## src/sv/jdcd_pkg.sv

```systemverilog
// ----------------------------------------------------------------------------
// jdcd_pkg
// Types and constants shared by the Julian day to calendar date pipeline.
// ----------------------------------------------------------------------------
package jdcd_pkg;

  localparam int unsigned FracBits  = 40;
  localparam int unsigned NumStages = 9;

  typedef struct packed {
    logic [22:0]         julian_day;
    logic [FracBits-1:0] day_fraction;
  } jdcd_in_t;

  typedef struct packed {
    logic signed [15:0] year;
    logic [3:0]         month;
    logic [4:0]         day_of_month;
    logic [4:0]         hour;
    logic [5:0]         minute;
    logic [5:0]         second;
  } jdcd_out_t;

  // stage k advances when bit k is set
  typedef logic [NumStages:1] stage_en_t;

  // exact floor division by constants: q = (x * ceil(2^k / D)) >> k
  localparam logic [23:0] GregStart = 24'd2299160;
  localparam logic [24:0] GregBias  = 25'd7468865;

  localparam int unsigned DivAShift = 43;
  localparam logic [25:0] DivAMul   =
    26'(((64'd1 << DivAShift) + 64'd146096) / 64'd146097);

  localparam int unsigned DivDShift = 46;
  localparam logic [30:0] DivDMul   =
    31'(((64'd1 << DivDShift) + 64'd36524) / 64'd36525);

  // 10000 * ceil(2^42 / 306001), folded so the 10000 * y step disappears
  localparam int unsigned DivGShift = 42;
  localparam logic [37:0] DivGMul   =
    38'((((64'd1 << DivGShift) + 64'd306000) / 64'd306001) * 64'd10000);

  localparam int unsigned DivHrShift = 29;
  localparam logic [17:0] DivHrMul   =
    18'(((64'd1 << DivHrShift) + 64'd3599) / 64'd3600);

  localparam int unsigned DivMinShift = 23;
  localparam logic [17:0] DivMinMul   =
    18'(((64'd1 << DivMinShift) + 64'd59) / 64'd60);

endpackage

```

## src/sv/jdcd_date.sv

```systemverilog
// ----------------------------------------------------------------------------
// jdcd_date
// Day number to year, month and day of month, stages 2 to 9.
// ----------------------------------------------------------------------------
module jdcd_date (
  input  logic                 clk_i,
  input  jdcd_pkg::stage_en_t  en_i,
  input  logic [23:0]          jd_i,
  output logic signed [15:0]   year_o,
  output logic [3:0]           month_o,
  output logic [4:0]           day_of_month_o
);
  import jdcd_pkg::*;

  // floor(30.6001 * g)
  function automatic logic [8:0] month_span(input logic [3:0] g);
    logic [8:0] r;
    case (g)
      4'd0:    r = 9'd0;
      4'd1:    r = 9'd30;
      4'd2:    r = 9'd61;
      4'd3:    r = 9'd91;
      4'd4:    r = 9'd122;
      4'd5:    r = 9'd153;
      4'd6:    r = 9'd183;
      4'd7:    r = 9'd214;
      4'd8:    r = 9'd244;
      4'd9:    r = 9'd275;
      4'd10:   r = 9'd306;
      4'd11:   r = 9'd336;
      4'd12:   r = 9'd367;
      4'd13:   r = 9'd397;
      4'd14:   r = 9'd428;
      default: r = 9'd459;
    endcase
    return r;
  endfunction

  logic        greg2_q, greg3_q;
  logic [24:0] xa2_q;
  logic [23:0] jd2_q, jd3_q;
  logic [7:0]  a3_q;
  logic [23:0] c4_q, c5_q, c6_q;
  logic [29:0] x5_q;
  logic [14:0] d6_q, d7_q, d8_q;
  logic [8:0]  y7_q, y8_q;
  logic [3:0]  g8_q;

  logic [50:0] a_prod;
  logic [60:0] d_prod;
  logic [46:0] g_prod;
  logic [23:0] b_d;
  logic [24:0] e_d;
  logic [3:0]  mon_d;
  logic [4:0]  dom_d;
  logic signed [15:0] yr_d;

  always_comb begin
    a_prod = 51'(xa2_q) * 51'(DivAMul);
    b_d    = greg3_q ? (jd3_q + 24'd1 + 24'(a3_q) - 24'(a3_q >> 2)) : jd3_q;
    d_prod = 61'(x5_q) * 61'(DivDMul);
    e_d    = 25'((26'(d6_q) * 26'd1461) >> 2);
    g_prod = 47'(y7_q) * 47'(DivGMul);
    dom_d  = 5'(y8_q - month_span(g8_q));
    mon_d  = (g8_q < 4'd14) ? (g8_q - 4'd1) : (g8_q - 4'd13);
    yr_d   = $signed({1'b0, d8_q}) - ((mon_d > 4'd2) ? 16'sd4716 : 16'sd4715);
  end

  always_ff @(posedge clk_i) begin
    if (en_i[2]) begin
      greg2_q <= (jd_i > GregStart);
      xa2_q   <= 25'({jd_i, 2'b00} - 26'(GregBias));
      jd2_q   <= jd_i;
    end
    if (en_i[3]) begin
      a3_q    <= a_prod[DivAShift +: 8];
      greg3_q <= greg2_q;
      jd3_q   <= jd2_q;
    end
    if (en_i[4]) begin
      c4_q <= b_d + 24'd1524;
    end
    if (en_i[5]) begin
      x5_q <= (30'(c4_q) << 6) + (30'(c4_q) << 5) + (30'(c4_q) << 2) - 30'd12210;
      c5_q <= c4_q;
    end
    if (en_i[6]) begin
      d6_q <= d_prod[DivDShift +: 15];
      c6_q <= c5_q;
    end
    if (en_i[7]) begin
      y7_q <= 9'(25'(c6_q) - e_d);
      d7_q <= d6_q;
    end
    if (en_i[8]) begin
      g8_q <= g_prod[DivGShift +: 4];
      y8_q <= y7_q;
      d8_q <= d7_q;
    end
    if (en_i[9]) begin
      year_o         <= yr_d;
      month_o        <= mon_d;
      day_of_month_o <= dom_d;
    end
  end

endmodule

```

## src/sv/jdcd_time.sv

```systemverilog
// ----------------------------------------------------------------------------
// jdcd_time
// Day fraction to hour, minute and rounded second, stages 2 to 9.
// ----------------------------------------------------------------------------
module jdcd_time (
  input  logic                          clk_i,
  input  jdcd_pkg::stage_en_t           en_i,
  input  logic [jdcd_pkg::FracBits-1:0] fr_i,
  output logic [4:0]                    hour_o,
  output logic [5:0]                    minute_o,
  output logic [5:0]                    second_o
);
  import jdcd_pkg::*;

  localparam int unsigned FirstDelay = 5;

  logic [FracBits+9:0] scaled;
  logic [16:0]         tot2_q, tot3_q;
  logic                rnd2_q, rnd3_q;
  logic [4:0]          hr3_q;
  logic [10:0]         q60_3_q;
  logic [34:0]         hr_prod, q60_prod;
  logic [5:0]          mn_d, sc_raw, sc_d;

  logic [4:0] hr_q [4:NumStages];
  logic [5:0] mn_q [4:NumStages];
  logic [5:0] sc_q [4:NumStages];

  // fraction * 675 = fraction * 86400 / 128
  always_comb begin
    scaled   = (50'(fr_i) << 9) + (50'(fr_i) << 7) + (50'(fr_i) << 5)
             + (50'(fr_i) << 1) + 50'(fr_i);
    hr_prod  = 35'(tot2_q) * 35'(DivHrMul);
    q60_prod = 35'(tot2_q) * 35'(DivMinMul);
    mn_d     = 6'(11'(q60_3_q) - 11'(hr3_q) * 11'd60);
    sc_raw   = 6'(tot3_q - 17'(q60_3_q) * 17'd60);
    sc_d     = (rnd3_q && sc_raw < 6'd59) ? sc_raw + 6'd1 : sc_raw;
  end

  always_ff @(posedge clk_i) begin
    if (en_i[2]) begin
      tot2_q <= scaled[FracBits-7 +: 17];
      rnd2_q <= scaled[FracBits-8];
    end
    if (en_i[3]) begin
      hr3_q   <= hr_prod[DivHrShift +: 5];
      q60_3_q <= q60_prod[DivMinShift +: 11];
      tot3_q  <= tot2_q;
      rnd3_q  <= rnd2_q;
    end
    if (en_i[4]) begin
      hr_q[4] <= hr3_q;
      mn_q[4] <= mn_d;
      sc_q[4] <= sc_d;
    end
    for (int k = FirstDelay; k <= NumStages; k++) begin
      if (en_i[k]) begin
        hr_q[k] <= hr_q[k-1];
        mn_q[k] <= mn_q[k-1];
        sc_q[k] <= sc_q[k-1];
      end
    end
  end

  assign hour_o   = hr_q[NumStages];
  assign minute_o = mn_q[NumStages];
  assign second_o = sc_q[NumStages];

endmodule

```

## src/sv/julian_day_to_calendar_date.sv

```systemverilog
// ----------------------------------------------------------------------------
// julian_day_to_calendar_date
// Julian day number and binary day fraction to calendar date and time of day.
// ----------------------------------------------------------------------------
// channel  direction  handshake                 payload
// cfg      in         cfg_valid_i / cfg_ready_o cfg_data_i (add_half_day)
// in       in         in_valid_i / in_ready_o   jdcd_in_t
// out      out        out_valid_o / out_ready_i jdcd_out_t
//
// Nine register stages; one request per cycle while the output is not stalled.
// Depth is set by the reciprocal multipliers of the date chain.
// Each stage holds while the one after it is full and stalled; bubbles close.
// Reset empties the pipeline and clears add_half_day; cfg is always ready.
// ----------------------------------------------------------------------------
module julian_day_to_calendar_date (
  input  logic                clk_i,
  input  logic                rst_ni,
  input  logic                cfg_valid_i,
  output logic                cfg_ready_o,
  input  logic                cfg_data_i,
  input  logic                in_valid_i,
  output logic                in_ready_o,
  input  jdcd_pkg::jdcd_in_t  in_data_i,
  output logic                out_valid_o,
  input  logic                out_ready_i,
  output jdcd_pkg::jdcd_out_t out_data_o
);
  import jdcd_pkg::*;

  logic                  add_half_day_q;
  logic [NumStages:1]    valid_q;
  stage_en_t             en;
  logic [FracBits:0]     fr_sum;
  logic [23:0]           jd1_q;
  logic [FracBits-1:0]   fr1_q;

  assign cfg_ready_o = 1'b1;

  always_ff @(posedge clk_i or negedge rst_ni) begin
    if (!rst_ni) begin
      add_half_day_q <= 1'b0;
    end else if (cfg_valid_i && cfg_ready_o) begin
      add_half_day_q <= cfg_data_i;
    end
  end

  always_comb begin
    en[NumStages] = !valid_q[NumStages] || out_ready_i;
    for (int k = NumStages - 1; k >= 1; k--) begin
      en[k] = !valid_q[k] || en[k+1];
    end
  end

  assign in_ready_o  = en[1];
  assign out_valid_o = valid_q[NumStages];

  always_ff @(posedge clk_i or negedge rst_ni) begin
    if (!rst_ni) begin
      valid_q <= '0;
    end else begin
      if (en[1]) valid_q[1] <= in_valid_i;
      for (int k = 2; k <= NumStages; k++) begin
        if (en[k]) valid_q[k] <= valid_q[k-1];
      end
    end
  end

  // half-day offset, carry into the day number
  assign fr_sum = {1'b0, in_data_i.day_fraction}
                + {1'b0, add_half_day_q, {(FracBits-1){1'b0}}};

  always_ff @(posedge clk_i) begin
    if (en[1]) begin
      jd1_q <= {1'b0, in_data_i.julian_day} + 24'(fr_sum[FracBits]);
      fr1_q <= fr_sum[FracBits-1:0];
    end
  end

  jdcd_date u_date (
    .clk_i          (clk_i),
    .en_i           (en),
    .jd_i           (jd1_q),
    .year_o         (out_data_o.year),
    .month_o        (out_data_o.month),
    .day_of_month_o (out_data_o.day_of_month)
  );

  jdcd_time u_time (
    .clk_i    (clk_i),
    .en_i     (en),
    .fr_i     (fr1_q),
    .hour_o   (out_data_o.hour),
    .minute_o (out_data_o.minute),
    .second_o (out_data_o.second)
  );

`ifndef SYNTH
  a_accept_fills: assert property (@(posedge clk_i) disable iff (!rst_ni)
    in_valid_i && in_ready_o |=> valid_q[1])
    else $error("accepted request not captured in first stage");

  a_empty_out_ready: assert property (@(posedge clk_i) disable iff (!rst_ni)
    !out_valid_o |-> in_ready_o)
    else $error("input stalled while output stage empty");

  a_full_stall: assert property (@(posedge clk_i) disable iff (!rst_ni)
    (&valid_q) && !out_ready_i |-> !in_ready_o)
    else $error("full pipeline accepted a request");

  a_time_range: assert property (@(posedge clk_i) disable iff (!rst_ni)
    out_valid_o |-> out_data_o.minute <= 6'd59 && out_data_o.second <= 6'd59
                    && out_data_o.hour <= 5'd23)
    else $error("time of day out of range");

  a_month_range: assert property (@(posedge clk_i) disable iff (!rst_ni)
    out_valid_o |-> out_data_o.month >= 4'd1 && out_data_o.month <= 4'd12)
    else $error("month out of range");
`endif

endmodule

```

## config.mk

```make
export PLATFORM = sky130hd
export DESIGN_NAME = julian_day_to_calendar_date
export DESIGN_NICKNAME = d
export VERILOG_FILES = /design/src/sv/jdcd_pkg.sv /design/src/sv/jdcd_date.sv /design/src/sv/jdcd_time.sv /design/src/sv/julian_day_to_calendar_date.sv
export SDC_FILE = /design/constraint.sdc
export NUM_CORES = 2
export LEC_CHECK = 0
export BUFFER_PORTS_ARGS = -buffer_cell sky130_fd_sc_hd__buf_2
export CORE_UTILIZATION = 62
export DETAILED_ROUTE_END_ITERATION = 8
export PLACE_DENSITY = 0.79
export SYNTH_ARGS = -nofsm -noshare
export SYNTH_HDL_FRONTEND = slang
export SYNTH_SLANG_ARGS = --single-unit
```

## constraint.sdc

```tcl
create_clock -name clk_i -period 17.8 [get_ports clk_i]
set_clock_uncertainty 0.2 [all_clocks]
set_input_delay 2.67 -clock clk_i [delete_from_list [all_inputs] [get_ports clk_i]]
set_output_delay 2.67 -clock clk_i [all_outputs]
set_load 0.03 [all_outputs]
```

==> impl_metrics.ini <==
[die]
die_w_um = 312
num_rows = 113
die_area_sq_um = 97200
ioPinCount = 114
core_area_sq_um = 95000
start_util_pct = 62.6
die_y_um = 312

[clock_network]
cts_tree = done
cts_buffers = 52
cts_setup_buffers = 0
cts_hold_buf = 0
clock_sinks = 456
cts_resized = 0
clk_pin_slew_ps = 70
clockRootBuffer = clkbuf_16
htree_num_levels = 2
cts_buffer_depth = 3
clock_latency_ps = 640

[place]
io_buffers = 112
place.gp.congestion = 1.03
hpwl_um = 112000
dp.cells = 6493
post_dp_cell_area_sq_um = 61600

[global_route]
grt_util_all_layers_pct = 28.0
grt_pass1_vias = 40100
antenna_found_initial = 2
grt-ovfl-total = 0
grt_max_degree = 68
grt_pass1_wl_um = 212000

[route]
dr.pass1.iters = 5
drt_iter0_markers = 2415
vias = 36800
drt_wl_total_um = 130000
avgViaCountPerCell = 5.59
ant_nets = 0
drc = 0
wire_per_inst_um = 19.7

[final_layout]
multi_input_area_sq_um = 40900
drive_gt1_share_pct = 5.00
fin_nets = 7375
syn_to_final_growth_pct = 6.53
fin_util_pct = 66.7
final_area_sq_um = 63400
area.sequential_sq_um = 13600
antenna_cells = 0
fillers = 7018
final_cells = 6589

[logic_synthesis]
yosys.area.top_type_share_pct = 30.8
synth_common_cells = 1,280 x inv_1, 1,108 x ha_1, 916 x fa_1
syn_inst = 5134
syn_avg_cell_area_sq_um = 11.6
ys_seq_area_share_pct = 22.8
async_flop_share_pct = 2.19
synthFlopType = edfxtp_1
synth_most_common_cell = inv_1
ys_warn_count = 0
synth_fp_nets = 7227
yosys.area.top_type = fa_1
yosysUniqueCellTypes = 102
synth_seq_cells = 456
synth_enable_flop_cells = 441
ys_top_cells_by_area = fa_1 31%, ha_1 23%, edfxtp_1 22%, inv_1 8.1%, xnor2_1 2.1%
synth_area_sq_um = 59500

[status]
status = completed

[worst_setup_path]
endpoint_kind = register
cpPeakStageDelay_ps = 750
crit_buf_inv = 4
path_class = reg2reg
crit_fanout = 7
crit_path_top_delay_cell = fa_1
worstPathCellList = fa_1 -> inv_1 -> fa_1 -> fa_1 -> inv_1 -> fa_1 -> fa_1 -> fa_1 -> fa_1 -> inv_1 -> fa_1 -> inv_1 -> ha_1 -> a21o_1 -> a211o_1 -> nor4_1 -> o2111ai_1 -> a221oi_2 -> a31oi_1 -> a41oi_2 -> nand2b_1 -> a21oi_1 -> xnor2_1
cpMostUsedCell = fa_1
critPathArrivalTime_ps = 8540
start_kind = register
cp.required_ps = 17990
cp_top_family = adder cells

[sta]
finalMaxSlewViolations = 0
max_slew_margin_pct = 31.9
fin_tns_setup_ps = 0
rsz0062_at_grt = false
final_hold_viol_count = 0
setup_violations = 0
tightest_slew_ps = 1020
layout_min_cycle_time_ps = 8350
min_period_over_period_pct = 46.9
fmax_ghz = 0.120

[hold_path]
hold_path.class = reg2reg

[run]
maxCapViolations = 0
-- per-layer routing --
| layer | share of wire [%] | global-route usage (%) | vias to the layer above |
|---|---|---|---|
| met1 | 41 | 37.3 | 18400 |
| li1 | - | - | 17100 |
| met5 | 0.010 | 0 | - |
| met2 | 49 | 46.7 | 1094 |
| met4 | 3.7 | 9.21 | 2 |
| met3 | 6.6 | 4.90 | 249 |
-- metrics by stage --
step	setup WS (ps)	hold slack (ps)
after CTS	9490	211
after global placement	9760	200
after floorplan	8230	200
after global routing	9110	218
final	9450	213
after detailed placement	9570	205
-- sequential cells by signal, indices dropped and copies added (netlist names), 15 cells and up, named ones only --
register       count
u_date.d7_q       15
u_date.c4_q       24
u_date.jd2_q      24
u_date.jd3_q      24
u_time.hr_q       30
jd1_q             24
u_date.d6_q       15
u_time.tot2_q     17
fr1_q             40
u_date.x5_q       28
u_time.mn_q       36
u_date.xa2_q      23
u_date.d8_q       15
u_time.sc_q       36
u_date.year_o     16
-- cell families after synthesis --
group	count (synthesis)	share of synthesized area, %
compound gates	567	6.48
flops	456	22.8
xor+xnor	212	3.12
fa+ha+maj	2024	54.1
simple gates	546	4.71
mux	17	0.301
buf+inv	1311	8.42
other cells	1	0.00630
-- worst paths after layout --
kind / startpoint / endpoint / slack, ps / cells after the start
max: u_date.x5_q[18] / u_date.d6_q[13] / 9450 / 23
min reg2reg: u_time.hr_q[3][7] / u_time.hr_q[4][2] / 210 / 0
max in group asynchronous: rst_ni / add_half_day_q / 15380 / 1
min: u_time.hr_q[3][7] / u_time.hr_q[4][2] / 210 / 0
min in group asynchronous: rst_ni / valid_q[1] / 1730 / 1
max reg2reg: u_date.x5_q[18] / u_date.d6_q[13] / 9450 / 23
-- layout make-up --
cell class                      count  share of cell area (%)
Clock buffer                       61                    2.14
Timing Repair Buffer              124                    1.03
Tap cell                         1265                    2.50
Clock inverter                     35                   0.754
Multi-Input combinational cell   3367                    64.6
Sequential cell                   456                    21.4
Inverter                         1281                    7.59
-- layout by cell type (no fill, tap or decap), types with 80 or more instances in the layout --
cell / count
a21o_1: 91
fa_1: 916
inv_1: 1280
nand2_1: 120
edfxtp_1: 441
a21oi_1: 166
o21ai_0: 80
xnor2_1: 143
ha_1: 1108
nor2_1: 124
buf_2: 112
Power is left out: the tool's default activity adds up to more than one toggle a clock period on the data nets, which glitch-free logic cannot reach.
